==> src/hw/rtl/twma_pkg.sv <==
// Shared types, state codes and saturation helpers for the time-weighted moving average.
// Used by twma_mul, twma_div and time_weighted_moving_average.
package twma_pkg;

  localparam int DEPTH_DEF = 64;
  localparam logic [23:0] WINDOW_RESET = 24'd30000;
  localparam logic signed [63:0] S64_MAX = 64'sh7FFF_FFFF_FFFF_FFFF;
  localparam logic signed [63:0] S64_MIN = 64'sh8000_0000_0000_0000;

  typedef struct packed {
    logic               kind;
    logic signed [23:0] value_a;
    logic signed [23:0] value_b;
    logic [47:0]        time_ms;
  } in_item_t;

  typedef struct packed {
    logic signed [23:0] average_a;
    logic signed [23:0] average_b;
    logic [6:0]         entries;
    logic               forced_evict;
    logic               time_reset;
  } out_item_t;

  typedef enum logic [3:0] {
    ST_IDLE, ST_CHECK, ST_EV_RD, ST_EV_MA, ST_EV_MB, ST_ADD_MA, ST_ADD_MB,
    ST_APPEND, ST_AVG, ST_DIV_A, ST_DIV_B, ST_DONE
  } state_t;

  function automatic logic signed [63:0] sat_add(logic signed [63:0] a, logic signed [63:0] b);
    logic signed [64:0] s;
    s = 65'(a) + 65'(b);
    if (s[64] != s[63]) return s[64] ? S64_MIN : S64_MAX;
    return s[63:0];
  endfunction

  function automatic logic signed [63:0] sat_sub(logic signed [63:0] a, logic signed [63:0] b);
    logic signed [64:0] s;
    s = 65'(a) - 65'(b);
    if (s[64] != s[63]) return s[64] ? S64_MIN : S64_MAX;
    return s[63:0];
  endfunction

  function automatic logic signed [23:0] sat24(logic signed [63:0] v);
    if (v > 64'sd8388607) return 24'sh7FFFFF;
    if (v < -64'sd8388608) return 24'sh800000;
    return v[23:0];
  endfunction

endpackage

==> src/hw/rtl/twma_div.sv <==
// Restoring divider: signed 64-bit total over unsigned 48-bit span, one quotient
// bit per cycle, truncated toward zero and saturated to Q15.8. Depends on twma_pkg.
module twma_div import twma_pkg::*; (
  input  logic               clk,
  input  logic               rst_n,
  input  logic               start,
  input  logic signed [63:0] dividend,
  input  logic [47:0]        divisor,
  output logic               done,
  output logic signed [23:0] quotient
);

  logic [63:0] dq_r;
  logic [47:0] rem_r;
  logic [47:0] div_r;
  logic        neg_r;
  logic [5:0]  cnt_r;
  logic        busy_r;
  logic        done_r;
  logic signed [23:0] q_r;
  logic [48:0] r2;
  logic        ge;
  logic [63:0] dq_nxt;

  assign r2     = {rem_r, dq_r[63]};
  assign ge     = r2 >= {1'b0, div_r};
  assign dq_nxt = {dq_r[62:0], ge};

  always_ff @(posedge clk) begin
    if (!rst_n) begin
      busy_r <= 1'b0;
      done_r <= 1'b0;
      cnt_r  <= '0;
    end else begin
      done_r <= 1'b0;
      if (start) begin
        busy_r <= 1'b1;
        cnt_r  <= '0;
        dq_r   <= dividend[63] ? 64'(-dividend) : dividend;
        neg_r  <= dividend[63];
        rem_r  <= '0;
        div_r  <= divisor;
      end else if (busy_r) begin
        rem_r <= ge ? 48'(r2 - {1'b0, div_r}) : r2[47:0];
        dq_r  <= dq_nxt;
        cnt_r <= cnt_r + 6'd1;
        if (cnt_r == 6'd63) begin
          busy_r <= 1'b0;
          done_r <= 1'b1;
          if (!neg_r) begin
            q_r <= (dq_nxt > 64'd8388607) ? 24'sh7FFFFF : dq_nxt[23:0];
          end else begin
            q_r <= (dq_nxt > 64'd8388608) ? 24'sh800000 : 24'(-dq_nxt[23:0]);
          end
        end
      end
    end
  end

  assign done     = done_r;
  assign quotient = q_r;

endmodule

==> config.mk <==
export PLATFORM = sky130hd
export DESIGN_NAME = twma_div
export DESIGN_NICKNAME = d
export VERILOG_FILES = /design/src/hw/rtl/twma_pkg.sv /design/src/hw/rtl/twma_div.sv
export SDC_FILE = /design/constraint.sdc
export NUM_CORES = 1
export LEC_CHECK = 0
export ABC_AREA = 1
export BUFFER_PORTS_ARGS = -buffer_cell sky130_fd_sc_hd__buf_2
export CORE_ASPECT_RATIO = 0.8
export CORE_MARGIN = 4
export CORE_UTILIZATION = 40
export CTS_CLUSTER_DIAMETER = 100
export DETAILED_ROUTE_END_ITERATION = 6
export GPL_ROUTABILITY_DRIVEN = 0
export HOLD_SLACK_MARGIN = 0.06
export PLACE_DENSITY = 0.6
export SLEW_MARGIN = 20
export SYNTH_ARGS = -nofsm -noshare
export SYNTH_HDL_FRONTEND = slang
export SYNTH_SLANG_ARGS = --single-unit
==> constraint.sdc <==
create_clock -name clk -period 6.9 [get_ports clk]
set_input_delay 0.69 -clock clk [delete_from_list [all_inputs] [get_ports clk]]
set_output_delay 0.69 -clock clk [all_outputs]
set_load 0.01 [all_outputs]
==> impl_results.rst <==
.. list-table::
   :header-rows: 1

   * - Metric
     - Value
   * - Post-Route Skew
     - approximately 0.018 ns
   * - Crit share post-route
     - 0.561
   * - Source of the worst hold timing path
     - divisor[30]
   * - Clock tree sinks
     - 193
   * - Met2 usage
     - 0.290
   * - Clock transition time at the flip-flop clock pins of the worst setup and hold paths
     - 0.07 ns
   * - Chip Width
     - 214 um
   * - Maximum root-to-sink buffer count
     - 2
   * - Worst min-delay path endpoint
     - div_r[30]$_DFFE_PP_
   * - Run status
     - finished, final reports clean
   * - Standard cell with the maximum stage delay on the critical path
     - sky130_fd_sc_hd__edfxtp_1
   * - Average footprint of a synthesized cell
     - 7.69 um^2
   * - Pwr dens
     - around 220 mW/mm^2
   * - Sequential share of power
     - 0.429
   * - CP cell instances
     - ha_1 -> a21oi_1 -> o21ai_0 -> a21oi_1 -> nand2_2 -> nand3_1 -> nand2_1 -> nand2_1 -> ha_1 -> inv_1 -> nor2_1 -> inv_1 -> nor2_4 -> nand2_2 -> nor2_4 -> nand3_2 -> nor2_2 -> nand4_1 -> o21ai_2 -> nand2_2 -> clkinv_4 -> nand2_1 -> o21ai_1
   * - Number of endpoints failing setup at the final stage
     - 0
   * - Post-CTS setup buffers
     - 0
   * - Relative contribution of combinational cells to total power
     - 0.246
   * - Via/cell ratio
     - 5.36
   * - Power share of the clock group
     - 0.324
   * - Antenna Nets Post-Route
     - 0
   * - Max transition margin
     - 0.321
   * - Leading cell type in the layout, fill and taps excluded
     - sky130_fd_sc_hd__nand2_1
   * - FP Rows
     - slightly below 60
   * - Number of synthesized flops with an enable pin
     - approximately 190
   * - Hold buffer count at cts
     - 0
   * - Detailed-routing iteration count for the pre-antenna-repair pass
     - 5
   * - Family with the most delay on the worst path
     - simple AND/OR/NAND/NOR gates
   * - Leakage power
     - roughly 6.4 nW
   * - Hold-critical path depth
     - 1
   * - Register bit total from synthesis
     - between 150 and 200
   * - Hold/Removal Path Class
     - primary input to flop
   * - Reg2reg start
     - rem_r[15]$_SDFFCE_PP0P_
   * - Highest-count cells in the layout ignoring fill and taps
     - sky130_fd_sc_hd__nand2_1 (360), sky130_fd_sc_hd__inv_1 (243), sky130_fd_sc_hd__nor2_1 (218)
   * - Total standard cell area after synthesis
     - 0.0135 mm^2
   * - IO buf count
     - between 100 and 150
   * - Worst VDD drop
     - approximately 160 uV
   * - Required time of the worst setup path
     - just over 7 ns
   * - Yosys synthesis warning count
     - 0
   * - Psw
     - 0.00107 W
   * - Met3 Use GR
     - 0.0371
   * - Sort of element at the end of the critical path
     - flop
   * - Most instantiated flip-flop cell in the synthesis netlist
     - sky130_fd_sc_hd__edfxtp_1
   * - Post-place instance area
     - roughly 0.015 mm^2
   * - First-iteration detailed-routing DRC count
     - around 1,400
   * - Worst-Margin Slew
     - just over 1 ns
   * - Ant diodes
     - 0
   * - H-tree depth reported by CTS
     - 4
   * - Fraction of final layout cells sized beyond drive strength 1
     - 0.114
   * - Overall overflow remaining after global route
     - 0
   * - CP Buf/Inv Count
     - 3
   * - Count of vias placed by the detailed router
     - approximately 12,000
   * - Count of pins on the block boundary
     - 140
   * - Critical register-to-register path endpoint
     - quotient[21]$_DFFE_PP_
   * - Pin count of the biggest net entering global routing
     - between 90 and 100
   * - Cell-internal power
     - 0.00229 W
   * - Arrival time of the worst setup path
     - between 4 and 5 ns
   * - Worst-skew pair later-pin latency
     - ~0.47 ns
   * - Routing usage on met1
     - 0.341
   * - Final-report max-slew violation count
     - 0
   * - Highest achievable clock rate
     - between 200 and 300 MHz
   * - Cell depth of the worst flop-to-flop path
     - 23
   * - Wire length per cell
     - approximately 17 um
   * - Count of cells resized by post-cts repair
     - 0
   * - Number of CTS-inserted buffers
     - 17
   * - Vias in the first global route
     - 11,568
   * - Height of the chip
     - around 170 um
   * - Setup tns final
     - 0 ns
   * - FFs w/ async S/R, synth
     - 0
   * - Unrepaired setup endpoints after global routing
     - false
   * - Final wirelength
     - 39,200 um
   * - Final design instance area without fill
     - 0.0153 mm^2
   * - Antenna violations before repair
     - 1
   * - Netlist cell types
     - between 40 and 50
   * - Layout overhead on the synthesized area
     - 12.9%
   * - Clock root buffer master
     - sky130_fd_sc_hd__clkbuf_16
   * - Starting density of the core
     - 0.411
   * - Half-perimeter wire length after detailed placement
     - approximately 30,000 um
   * - Total global routing track utilization
     - 0.210
   * - Slowest stage delay, CP
     - ~0.39 ns
   * - Time the worst path needs with I/O delays and setup
     - roughly 3.9 ns
   * - Number of maximum-capacitance constraint violations
     - 0
   * - Critical Path Start Type
     - flop
   * - TritonCTS clock tree
     - yes
   * - Final-report hold violation count
     - 0
   * - Sequential cell area fraction in the yosys report
     - 0.422
   * - Full die area
     - between 0.03 and 0.04 mm^2
   * - Placeable core region
     - 0.0329 mm^2
   * - Crit Path Max Fanout
     - 13
   * - Busiest metal layer after global routing
     - met1
   * - DRC Markers
     - 0
   * - Switching share of power
     - 0.319
   * - Synthesized Nets
     - ~1,900
   * - Wire length of the first global-routing pass
     - 62,400 um
   * - Critical setup path kind
     - flop to flop
   * - Gate count after technology mapping
     - about 1,800
   * - Reg2Reg Setup Slack
     - slightly above 3 ns
   * - Final #Nets
     - just over 2,000
[worst max-delay path by stage]
| stage | from | end | slack, ns | depth (start not counted) |
|---|---|---|---|---|
| after floorplan | start | dq_r[0]$_DFFE_PP_ | 2.38 | 3 |
| after global placement | rem_r[15]$_SDFFCE_PP0P_ | quotient[9]$_DFFE_PP_ | 3.14 | 21 |
| after detailed placement | rem_r[15]$_SDFFCE_PP0P_ | quotient[21]$_DFFE_PP_ | 3.06 | 23 |
| after CTS | rem_r[15]$_SDFFCE_PP0P_ | quotient[21]$_DFFE_PP_ | 3.03 | 23 |
| after global routing | rem_r[15]$_SDFFCE_PP0P_ | quotient[21]$_DFFE_PP_ | 2.61 | 23 |
| final | rem_r[15]$_SDFFCE_PP0P_ | quotient[21]$_DFFE_PP_ | 3.03 | 23 |
[routing by layer]
metal,share of wire,wire length (um),vias up
met5,0,0,-
met4,0.011,437,0
met3,0.080,3130,35
met2,0.40,15700,487
met1,0.51,19900,5778
li1,-,-,6159
[cells in the mapped netlist (8+ instances only)]
library cell | n | area [um^2]
sky130_fd_sc_hd__a21oi_1 | 118 | 591
sky130_fd_sc_hd__nor2_1 | 218 | 818
sky130_fd_sc_hd__a31oi_1 | 19 | 119
sky130_fd_sc_hd__o21ai_1 | 16 | 80.1
sky130_fd_sc_hd__xnor2_1 | 40 | 350
sky130_fd_sc_hd__nand3_1 | 80 | 400
sky130_fd_sc_hd__dfxtp_1 | 8 | 160
sky130_fd_sc_hd__o21ai_0 | 171 | 856
sky130_fd_sc_hd__nor3_1 | 27 | 135
sky130_fd_sc_hd__nand2_1 | 360 | 1350
sky130_fd_sc_hd__inv_1 | 245 | 920
sky130_fd_sc_hd__edfxtp_1 | 185 | 5560
sky130_fd_sc_hd__nor4_1 | 18 | 113
sky130_fd_sc_hd__xor2_1 | 52 | 455
sky130_fd_sc_hd__o21bai_1 | 12 | 90.1
sky130_fd_sc_hd__clkbuf_1 | 25 | 93.8
sky130_fd_sc_hd__ha_1 | 51 | 638
sky130_fd_sc_hd__nand4_1 | 32 | 200
[worst reg2reg max path, stage by stage, from the launching register on]
cell and delay, ns:
sky130_fd_sc_hd__edfxtp_1 0.39, sky130_fd_sc_hd__ha_1 0.36, sky130_fd_sc_hd__a21oi_1 0.25, sky130_fd_sc_hd__o21ai_0 0.21, sky130_fd_sc_hd__a21oi_1 0.19, sky130_fd_sc_hd__nand2_2 0.15, sky130_fd_sc_hd__nand3_1 0.12, sky130_fd_sc_hd__nand2_1 0.06
sky130_fd_sc_hd__nand2_1 0.12, sky130_fd_sc_hd__ha_1 0.16, sky130_fd_sc_hd__inv_1 0.05, sky130_fd_sc_hd__nor2_1 0.12, sky130_fd_sc_hd__inv_1 0.10, sky130_fd_sc_hd__nor2_4 0.10, sky130_fd_sc_hd__nand2_2 0.09, sky130_fd_sc_hd__nor2_4 0.13
sky130_fd_sc_hd__nand3_2 0.11, sky130_fd_sc_hd__nor2_2 0.09, sky130_fd_sc_hd__nand4_1 0.09, sky130_fd_sc_hd__o21ai_2 0.21, sky130_fd_sc_hd__nand2_2 0.23, sky130_fd_sc_hd__clkinv_4 0.17, sky130_fd_sc_hd__nand2_1 0.06, sky130_fd_sc_hd__o21ai_1 0.14
[power groups by stage]
stage | Clock (W) | Sequential (W) | Combinational, W
floorplan | 0 | 0.00145 | 0.000586
global placement | 0 | 0.00146 | 0.000807
detailed placement | 0 | 0.00147 | 0.000814
CTS | 0.00112 | 0.00144 | 0.000819
global route | 0.00117 | 0.00145 | 0.000929
finish | 0.00109 | 0.00144 | 0.000828
[cell families (layout without fill, tap and decap cells)]
group,count (synthesis),after routing,synth area share
DFF,193,193,0.422
xor gates and xnor gates,92,92,0.0595
and+or+nand+nor,767,767,0.240
adders and majority gates,52,52,0.0486
AOI/OAI and AO/OA,368,368,0.147
buffers and inverters,289,424,0.0828
[per-stage QoR]
stage	utilization	instances	hold slack, ns	total power (W)	setup slack (ns)
floorplan	-	1761	0.469	0.00204	2.38
global placement	0.445	2291	0.487	0.00227	3.14
detailed placement	0.445	2291	0.494	0.00228	3.06
CTS	0.464	2323	0.377	0.00338	3.03
global route	0.464	2323	0.384	0.00355	2.61
finish	0.464	2323	0.403	0.00336	3.03
[state kept, by name, indices dropped and copies added (netlist names)]
name and count:
dq_r 64, div_r 48, rem_r 48, quotient 24, cnt_r 6, busy_r 1
done 1, neg_r 1
[layout make-up]
| type | instances | area (um^2) |
|---|---|---|
| Fill cell | 3342 | 17600 |
| Multi-Input combinational cell | 1279 | 6730 |
| Sequential cell | 193 | 5720 |
| Inverter | 246 | 930 |
| Timing Repair Buffer | 146 | 748 |
| Tap cell | 427 | 534 |
| Clock buffer | 17 | 425 |
| Clock inverter | 15 | 210 |
(Power assumes the default switching activity.)
