[config.mk]
export PLATFORM = sky130hd
export DESIGN_NAME = twma_mul
export DESIGN_NICKNAME = d
export VERILOG_FILES = /design/src/hw/rtl/twma_pkg.sv /design/src/hw/rtl/twma_mul.sv
export SDC_FILE = /design/constraint.sdc
export NUM_CORES = 1
export LEC_CHECK = 0
export BUFFER_PORTS_ARGS = -buffer_cell sky130_fd_sc_hd__buf_2
export CORE_UTILIZATION = 44
export DETAILED_ROUTE_END_ITERATION = 6
export GPL_ROUTABILITY_DRIVEN = 0
export GPL_TIMING_DRIVEN = 1
export PLACE_DENSITY = 0.59
export SLEW_MARGIN = 0
export SYNTH_ARGS = -nofsm -noshare
export SYNTH_HDL_FRONTEND = slang
export SYNTH_SLANG_ARGS = --single-unit
[constraint.sdc]
create_clock -name clk -period 5.4 [get_ports clk]
set_clock_uncertainty 0.05 [all_clocks]
set_input_delay 1.08 -clock clk [delete_from_list [all_inputs] [get_ports clk]]
set_output_delay 1.08 -clock clk [all_outputs]
set_load 0.05 [all_outputs]
[src/hw/rtl/twma_pkg.sv]
// Shared types, state codes and saturation helpers for the time-weighted moving average.
// Used by twma_mul, twma_div and time_weighted_moving_average.
package twma_pkg;

  localparam int DEPTH_DEF = 64;
  localparam logic [23:0] WINDOW_RESET = 24'd30000;
  localparam logic signed [63:0] S64_MAX = 64'sh7FFF_FFFF_FFFF_FFFF;
  localparam logic signed [63:0] S64_MIN = 64'sh8000_0000_0000_0000;

  typedef struct packed {
    logic               kind;
    logic signed [23:0] value_a;
    logic signed [23:0] value_b;
    logic [47:0]        time_ms;
  } in_item_t;

  typedef struct packed {
    logic signed [23:0] average_a;
    logic signed [23:0] average_b;
    logic [6:0]         entries;
    logic               forced_evict;
    logic               time_reset;
  } out_item_t;

  typedef enum logic [3:0] {
    ST_IDLE, ST_CHECK, ST_EV_RD, ST_EV_MA, ST_EV_MB, ST_ADD_MA, ST_ADD_MB,
    ST_APPEND, ST_AVG, ST_DIV_A, ST_DIV_B, ST_DONE
  } state_t;

  function automatic logic signed [63:0] sat_add(logic signed [63:0] a, logic signed [63:0] b);
    logic signed [64:0] s;
    s = 65'(a) + 65'(b);
    if (s[64] != s[63]) return s[64] ? S64_MIN : S64_MAX;
    return s[63:0];
  endfunction

  function automatic logic signed [63:0] sat_sub(logic signed [63:0] a, logic signed [63:0] b);
    logic signed [64:0] s;
    s = 65'(a) - 65'(b);
    if (s[64] != s[63]) return s[64] ? S64_MIN : S64_MAX;
    return s[63:0];
  endfunction

  function automatic logic signed [23:0] sat24(logic signed [63:0] v);
    if (v > 64'sd8388607) return 24'sh7FFFFF;
    if (v < -64'sd8388608) return 24'sh800000;
    return v[23:0];
  endfunction

endpackage

[src/hw/rtl/twma_mul.sv]
// Bit-serial signed 24 x unsigned 48 multiplier, one multiplier bit per cycle,
// result saturated to signed 64 bits. Depends on twma_pkg.
module twma_mul import twma_pkg::*; (
  input  logic               clk,
  input  logic               rst_n,
  input  logic               start,
  input  logic signed [23:0] value,
  input  logic [47:0]        dur,
  output logic               done,
  output logic signed [63:0] product
);

  logic [23:0] mag_r;
  logic [47:0] dur_r;
  logic [71:0] acc_r;
  logic        neg_r;
  logic [4:0]  cnt_r;
  logic        busy_r;
  logic        done_r;
  logic signed [63:0] prod_r;
  logic [48:0] hi;
  logic [71:0] acc_nxt;

  assign hi      = {1'b0, acc_r[71:24]} + (mag_r[0] ? {1'b0, dur_r} : 49'd0);
  assign acc_nxt = {hi, acc_r[23:1]};

  always_ff @(posedge clk) begin
    if (!rst_n) begin
      busy_r <= 1'b0;
      done_r <= 1'b0;
      cnt_r  <= '0;
    end else begin
      done_r <= 1'b0;
      if (start) begin
        busy_r <= 1'b1;
        cnt_r  <= '0;
        mag_r  <= value[23] ? 24'(-value) : value;
        neg_r  <= value[23];
        dur_r  <= dur;
        acc_r  <= '0;
      end else if (busy_r) begin
        acc_r <= acc_nxt;
        mag_r <= mag_r >> 1;
        cnt_r <= cnt_r + 5'd1;
        if (cnt_r == 5'd23) begin
          busy_r <= 1'b0;
          done_r <= 1'b1;
          if (!neg_r) begin
            prod_r <= (acc_nxt[71:63] != '0) ? S64_MAX : acc_nxt[63:0];
          end else begin
            prod_r <= (acc_nxt[71:63] != '0) ? S64_MIN : -$signed(acc_nxt[63:0]);
          end
        end
      end
    end
  end

  assign done    = done_r;
  assign product = prod_r;

endmodule

==> results_dict.tcl, run 1 <==
set metrics [dict create \
    ys_types 91 \
    fin_nets 1643 \
    ant_nets 0 \
    setup_violations 0 \
    start_kind "register" \
    cts.path.max_buffers 3 \
    grt_pass1_wl_microns 57900 \
    cts-root-buf "clkbuf_16" \
    cts.repair.resized 0 \
    overflow 0 \
    rsz0062_at_grt "false" \
    met1_length_microns 17600 \
    synth_async_sr_flop_share_pct 0 \
    crit_top_cell "and2_1" \
    crit_fanout 48 \
    irDropWorstVdd_v 0.000276 \
    post-route-min-period_ns 5.03 \
    ys.flop_type "edfxtp_1" \
    fmax_ghz 0.199 \
    met2_length_microns 16200 \
    ys_ff_latch 215 \
    post_cts_buffers 0 \
    leakage_nw 5.88 \
    synthCells 1405 \
    wl_met3_microns 2100 \
    seq_area_frac_synth_pct 46.7 \
    grt_pass1_vias 10500 \
    syn_to_final_growth_pct 14.5 \
    drv_cap 0 \
    die_w_microns 178 \
    worst_path_largest_cell_delay_ns 0.45 \
    rows 64 \
    reg2reg_to "product[55]" \
    syn_nets 1532 \
    cpLargestDelayFamily "simple AND/OR/NAND/NOR gates" \
    grt_antenna_before_repair 0 \
    max-slew-margin-rel_pct 33.2 \
    drc 0 \
    ff2ff_path_depth 15 \
    grt_max_degree 75 \
    initial_core_util_pct 44.8 \
    fin_cells 1932 \
    fill_cells 2860 \
    worstPathRequired_ns 5.73 \
    wire_per_inst_microns 19.0 \
    die_y_microns 178 \
    ff2ff_setup_slack_ns 0.37 \
    cts_tree "yes" \
    grt_use_total_pct 23.2 \
    drtIter0Drc 920 \
    viasPerCell 5.81 \
    cts_buffers 26 \
    port_buffers 139 \
    design.core.area_sq_um 30600 \
    dp_hpwl_microns 25700 \
    layout-drive-gt1-share_pct 16.0 \
    clkLatencyLatePin_ns 0.56 \
    diodes 0 \
    power.density_nw_per_um2 316 \
    highest_layer "met4" \
    htreeDepth 1 \
    hold_viol_final 0 \
    finalWorstSetupSlack_ns 0.370 \
    synth-edff-count 208 \
    worst_pin_slew_ns 1.00 \
    place_ws_ns 0.462 \
    io_pins 140 \
    outcome "finished, final reports clean" \
    endpoint_kind "register" \
    final.period_utilization_pct 93.1 \
    worstHoldPathType "reg -> reg" \
    dr.pass1.iters 5 \
    path_clk_slew_ns 0.06 \
    layout_common_cells "208 x edfxtp_1, 161 x nor2_1, 138 x buf_2, 113 x a21oi_1, 101 x nand2_1" \
    final_common_cell "edfxtp_1" \
    cp_slowest_cell "or2_2" \
    min_from "cnt_r[4]" \
    fin_setup_tns_ns 0 \
    dr_total_vias 11200 \
    dpl.cell_count 1884 \
    cts_sinks 215 \
    crit_arrival_ns 5.36 \
    critPathBufInv 1 \
    reg2reg_from "mag_r[0]" \
    die_area_sq_um 31800 \
    crit_chain "buf_4 > and2_1 > ha_1 > fa_1 > a21o_1 > a221oi_2 > o31a_1 > o31ai_1 > xnor2_1 > and2_1 > nand4b_1 > or2_2 > nor4_1 > mux2_1 > o22ai_1" \
    hold_depth 2 \
    synth_warnings 0 \
    total_power_mw 4.95 \
    drt-total-wl_microns 36700 \
    min_to "cnt_r[4]" \
    synth.avg_cell_area_sq_um 9.74 \
    crit_type "reg -> reg" \
    maxSlewViolCount 0 \
    synth_area_sq_um 13700 \
    hold_buffers 0 \
]
routing by layer:
| layer | global-route usage (%) | up-vias |
|---|---|---|
| met2 | 35.7 | 336 |
| met3 | 3.30 | 42 |
| met4 | 6.07 | 0 |
| met5 | 0 | - |
| li1 | - | 5502 |
| met1 | 33.9 | 5346 |
cells in the mapped netlist, types with 17 or more instances:
library cell / n / area share [%]
o211ai_1: 22 / 1.2
o21a_1: 20 / 1.1
nand3_1: 26 / 0.95
nor2b_1: 45 / 2.1
nand2_1: 101 / 2.8
nor2_1: 161 / 4.4
clkbuf_1: 59 / 1.6
o22ai_1: 28 / 1.3
xnor2_1: 17 / 1.1
nor3_1: 43 / 1.6
o21ai_0: 80 / 2.9
a21oi_1: 113 / 4.1
nand4_1: 25 / 1.1
edfxtp_1: 208 / 46
a21o_1: 21 / 1.2
or3_1: 23 / 1.1
xor2_1: 38 / 2.4
mux2i_1: 20 / 1.5
and2_1: 56 / 2.6
ha_1: 51 / 4.7
power by group:
group / internal, mW / switching, mW
registers: 1.95 / 0.0402
logic: 0.404 / 0.698
clock network: 1.13 / 0.734
how the worst max path moves through the flow:
stage                         from     endpoint  slack (ns)  cells after the start
after floorplan           mag_r[0]  product[53]        1.00                     17
after global placement    mag_r[0]  product[59]        0.53                     16
after detailed placement  mag_r[0]  product[54]        0.46                     15
after CTS                 mag_r[0]  product[54]        0.45                     15
after global routing      mag_r[0]  product[59]        0.05                     16
final                     mag_r[0]  product[55]        0.37                     15
cell families after synthesis:
family / synth area share [%]
mux: 2.64
flops: 46.7
compound gates: 18.3
simple gates: 21.3
fa+ha+maj: 4.81
xor+xnor: 3.52
buf+inv: 2.79
flip-flops by register name (all words and copies together) (netlist names):
name     flops
acc_r       71
busy_r       1
cnt_r        5
done         1
dur_r       48
mag_r       24
neg_r        1
product     64
final cells by class:
cell class,count,area (sq um),area share [%]
Sequential cell,215,6390,40.7
Clock buffer,31,669,4.27
Inverter,15,56.3,0.359
Tap cell,396,495,3.16
Clock inverter,17,239,1.52
Multi-Input combinational cell,1095,6940,44.3
Timing Repair Buffer,163,891,5.68
tightest hold or removal path, delay by kind of cell (launching register included):
family | cells | cell delay (ns)
xor+xnor | 1 | 0.07
flops | 1 | 0.34
simple gates | 1 | 0.08
stage by stage:
| step | instance area [sq um] | hold WS (ns) | utilization (%) |
|---|---|---|---|
| after global placement | 14800 | 0.448 | 48.3 |
| after global routing | 15700 | 0.521 | 51.2 |
| final | 15700 | 0.479 | 51.2 |
| after detailed placement | 14800 | 0.475 | 48.3 |
| after CTS | 15700 | 0.490 | 51.2 |
| after floorplan | 13700 | 0.422 | - |
(Power assumes the default switching activity.)
==> run 2, diff against run 1 <==
--- a/config.mk
+++ b/config.mk
@@ -7,6 +7,7 @@
 export LEC_CHECK = 0
 export BUFFER_PORTS_ARGS = -buffer_cell sky130_fd_sc_hd__buf_2
 export CORE_UTILIZATION = 44
+export CTS_BUF_LIST = sky130_fd_sc_hd__clkbuf_2 sky130_fd_sc_hd__clkbuf_4 sky130_fd_sc_hd__clkbuf_8
 export DETAILED_ROUTE_END_ITERATION = 6
 export GPL_ROUTABILITY_DRIVEN = 0
 export GPL_TIMING_DRIVEN = 1
==> run 2 against run 1 <==
Setup slack gained 0.042 ns. Worst hold slack is essentially flat. Core utilization shrank 0.36 points. Sequential power is essentially flat.
==> results_dict.tcl, run 2 (synthesis results as in run 1) <==
set metrics [dict create \
    outcome "finished, final reports clean" \
    dp_hpwl_microns 25700 \
    crit_arrival_ns 5.32 \
    design.core.area_sq_um 30600 \
    die_area_sq_um 31800 \
    viasPerCell 5.82 \
    grt_antenna_before_repair 0 \
    io_pins 140 \
    hold_depth 2 \
    fin_area_sq_um 15600 \
    multi_input_area_sq_um 6940 \
    grt_pass1_wl_microns 58000 \
    die_w_microns 178 \
    htreeDepth 2 \
    post-route-min-period_ns 4.99 \
    fmax_ghz 0.201 \
    post_dp_cell_area_sq_um 14800 \
    crit_type "reg -> reg" \
    worstPathRequired_ns 5.73 \
    final_common_cell "edfxtp_1" \
    path_clk_slew_ns 0.06 \
    cts_tree "yes" \
    hold_buffers 0 \
    grt_use_total_pct 23.3 \
    worst_pin_slew_ns 1.01 \
    setup_violations 0 \
    total_power_mw 4.68 \
    ant_nets 0 \
    regArea_sq_um 6390 \
    finalWorstSetupSlack_ns 0.413 \
    drc 0 \
    post_cts_buffers 0 \
    irDropWorstVdd_v 0.000188 \
    leakage_nw 5.86 \
    syn_to_final_growth_pct 13.7 \
    dpl.cell_count 1884 \
    max_flop_register "acc_r" \
    max-slew-margin-rel_pct 32.8 \
    power.density_nw_per_um2 301 \
    grt_max_degree 75 \
    layout_common_cells "208 x edfxtp_1, 161 x nor2_1, 138 x buf_2, 113 x a21oi_1, 101 x nand2_1" \
    cts_buffers 40 \
    grt_pass1_vias 10700 \
    largest_reg_flops 71 \
    endpoint_kind "register" \
    crit_fanout 48 \
    rsz0062_at_grt "false" \
    hold_viol_final 0 \
    cts-root-buf "clkbuf_8" \
    dr.pass1.iters 5 \
    fin_hold_ws_ns 0.479 \
    fin_cells 1955 \
    final.period_utilization_pct 92.4 \
    drtIter0Drc 940 \
    maxSlewViolCount 0 \
    cts.path.max_buffers 3 \
    die_y_microns 178 \
    worstHoldPathType "reg -> reg" \
    initial_core_util_pct 44.8 \
    dr_total_vias 11400 \
    fill_cells 2874 \
    cts_sinks 215 \
    start_kind "register" \
    drv_cap 0 \
    clkLatencyLatePin_ns 0.57 \
    fin_nets 1657 \
    fin_setup_tns_ns 0 \
    ff2ff_path_depth 15 \
    drt-total-wl_microns 36900 \
    wire_per_inst_microns 18.9 \
    overflow 0 \
    port_buffers 139 \
    place_ws_ns 0.462 \
    diodes 0 \
    utilization_pct 50.9 \
    layout-drive-gt1-share_pct 17.3 \
    rows 64 \
    cts.repair.resized 0 \
]
==> run 2: cell count changes in the layout (fill, tap and decap cells not counted) <==
cell        previous run  this run
clkbuf_8               0        43
clkbuf_16             26         0
clkbuf_4               0         9
clkbuf_1               5         0
bufinv_16              5         1
clkinv_1               3         7
clkinv_2               5         7
clkinv_16              1         0
clkinv_8               0         1
clkinvlp_4             3         2
inv_12                 0         1
==> run 2: worst paths after layout <==
kind,start,endpoint,slack (ns)
worst min register to register,cnt_r[4],cnt_r[4],0.48
worst max-delay path,mag_r[0],product[55],0.41
worst max register to register,mag_r[0],product[55],0.41
worst min-delay path,cnt_r[4],cnt_r[4],0.48
==> run 2: report_power, final <==
| part | total [mW] | switching (mW) | internal (mW) |
|---|---|---|---|
| Sequential | 1.99 | 0.0403 | 1.95 |
| Clock | 1.60 | 0.740 | 0.857 |
| Combinational | 1.10 | 0.696 | 0.404 |
| Total | 4.68 | 1.48 | 3.21 |
==> run 2: cell type report <==
class / instances / area share (%)
Clock inverter: 19 / 0.892
Sequential cell: 215 / 41.0
Clock buffer: 52 / 4.24
Inverter: 15 / 0.362
Tap cell: 396 / 3.18
Multi-Input combinational cell: 1095 / 44.6
Timing Repair Buffer: 163 / 5.72
==> run 2: worst max-delay path, stage by stage (launching register included) <==
cell	delay, ns
edfxtp_1	0.35
buf_4	0.25
and2_1	0.20
ha_1	0.20
fa_1	0.43
a21o_1	0.19
a221oi_2	0.36
o31a_1	0.35
o31ai_1	0.13
xnor2_1	0.41
and2_1	0.28
nand4b_1	0.26
or2_2	0.45
nor4_1	0.36
mux2_1	0.36
o22ai_1	0.14
==> run 2: layer usage <==
metal / up-vias / part of all wire, % / GRT usage (%)
met4: 0 / 2.7 / 7.63
met2: 317 / 44 / 35.4
met3: 66 / 5.2 / 3.41
li1: 5550 / - / -
met1: 5444 / 48 / 33.7
met5: - / 0 / 0
==> run 3, diff against run 2 <==
--- a/config.mk
+++ b/config.mk
@@ -11,7 +11,7 @@
 export DETAILED_ROUTE_END_ITERATION = 6
 export GPL_ROUTABILITY_DRIVEN = 0
 export GPL_TIMING_DRIVEN = 1
-export PLACE_DENSITY = 0.59
+export PLACE_DENSITY = 0.71
 export SLEW_MARGIN = 0
 export SYNTH_ARGS = -nofsm -noshare
 export SYNTH_HDL_FRONTEND = slang
==> run 3 against run 2 <==
Non-clock buffer count rose by 6. Via count grew 2.6%. Die area is the same. Core utilization increased by 0.56 points. First-iteration DRC count up 18%. Cell area rose by 1.1%. Final cell count increased by 0.51%. Global-route usage shrank 0.47 points. Sequential share of layout area decreased by 0.44 points.
==> results_dict.tcl, run 3 (synthesis results as in run 1) <==
set metrics [dict create \
    crit_type "reg -> reg" \
    maxSlewViolCount 0 \
    reg2reg_from "mag_r[0]" \
    rsz0062_at_grt "false" \
    htreeDepth 2 \
    fmax_ghz 0.199 \
    cts_buffers 41 \
    viasPerCell 5.94 \
    dp_hpwl_microns 25400 \
    fin_setup_tns_ns 0 \
    ff2ff_setup_slack_ns 0.37 \
    power.density_nw_per_um2 312 \
    drc 0 \
    worst_path_largest_cell_delay_ns 0.46 \
    setup_violations 0 \
    worst_pin_slew_ns 1.01 \
    final.period_utilization_pct 93.1 \
    ant_nets 0 \
    drv_cap 0 \
    cpLargestDelayFamily "simple AND/OR/NAND/NOR gates" \
    crit_chain "buf_4 > and2_1 > ha_1 > fa_1 > a21o_1 > a221oi_2 > o31a_1 > o21ai_1 > xnor2_1 > nand3_1 > nand4b_1 > or2_2 > nor4_1 > mux2_1 > o22ai_1" \
    hold_buffers 0 \
    cts_sinks 215 \
    fill_cells 2796 \
    post-route-min-period_ns 5.03 \
    grt_pass1_wl_microns 57400 \
    post_cts_buffers 0 \
    hold_depth 2 \
    clkLatencyLatePin_ns 0.56 \
    dpl.cell_count 1890 \
    crit_arrival_ns 5.36 \
    design.core.area_sq_um 30600 \
    dr_total_vias 11700 \
    die_y_microns 178 \
    die_area_sq_um 31800 \
    cp_slowest_cell "or2_2" \
    endpoint_kind "register" \
    final_common_cell "edfxtp_1" \
    port_buffers 139 \
    path_clk_slew_ns 0.06 \
    max_flop_register "acc_r" \
    grt_max_degree 89 \
    start_kind "register" \
    cts.path.max_buffers 3 \
    dr.pass1.iters 5 \
    worstHoldPathType "reg -> reg" \
    drt-total-wl_microns 36400 \
    overflow 0 \
    drtIter0Drc 1109 \
    worstPathRequired_ns 5.73 \
    cts_tree "yes" \
    diodes 0 \
    layout_common_cells "208 x edfxtp_1, 161 x nor2_1, 138 x buf_2, 113 x a21oi_1, 101 x nand2_1" \
    irDropWorstVdd_v 0.000157 \
    outcome "finished, final reports clean" \
    die_w_microns 178 \
    syn_to_final_growth_pct 14.9 \
    min_from "cnt_r[1]" \
    grt_use_total_pct 22.8 \
    fin_cells 1965 \
    min_to "cnt_r[1]" \
    wire_per_inst_microns 18.5 \
    cts-root-buf "clkbuf_8" \
    rows 64 \
    max-slew-margin-rel_pct 32.9 \
    initial_core_util_pct 44.8 \
    critPathBufInv 1 \
    reg2reg_to "product[55]" \
    largest_reg_flops 71 \
    grt_antenna_before_repair 0 \
    ff2ff_path_depth 15 \
    fin_nets 1664 \
    leakage_nw 5.96 \
    io_pins 140 \
    cts.repair.resized 0 \
    crit_fanout 48 \
    layout-drive-gt1-share_pct 17.8 \
    grt_pass1_vias 10800 \
    hold_viol_final 0 \
]
-- run 3: worst min-delay path: stages, from the launching register on --
cell and delay (ns):
dfxtp_1 0.35, mux2i_1 0.08, nor2_1 0.07
-- run 3: metal layers --
metal	up-vias	wire [microns]	global-route usage [%]
met3	96	2970	3.92
met1	5508	16400	32.9
met5	-	0	0
li1	5568	-	-
met2	505	15800	34.3
met4	0	1220	7.84
-- run 3: cell type report --
cell class | count | area, sq um | area share (%)
clock buffers | 52 | 691 | 4.39
clock inverters | 23 | 233 | 1.48
inverters | 15 | 56.3 | 0.358
multi-input cells | 1095 | 6940 | 44.1
flip-flops and latches | 215 | 6390 | 40.6
well taps | 396 | 495 | 3.15
repair buffers | 169 | 936 | 5.95
-- run 3: where the power goes --
part | internal [mW] | switching [mW]
Combinational | 0.418 | 0.714
Clock | 1.05 | 0.749
Sequential | 1.95 | 0.0400
Total | 3.41 | 1.50
-- run 3: worst max path at each step --
stage,from,endpoint,depth (start not counted)
global placement,mag_r[0],product[62],14
finish,mag_r[0],product[55],15
detailed placement,mag_r[0],product[54],15
global route,mag_r[0],product[62],15
floorplan,mag_r[0],product[53],17
CTS,mag_r[0],product[55],15
-- run 3: metrics by stage --
step	setup WS, ns	hold WS [ns]	instance area [sq um]	total power [mW]	util, %
finish	0.370	0.484	15700	4.91	51.4
global route	0.0556	0.523	15700	5.14	51.4
CTS	0.448	0.480	15700	4.92	51.4
detailed placement	0.546	0.466	14800	3.12	48.4
global placement	0.667	0.438	14800	3.10	48.4
floorplan	1.00	0.422	13700	2.80	-
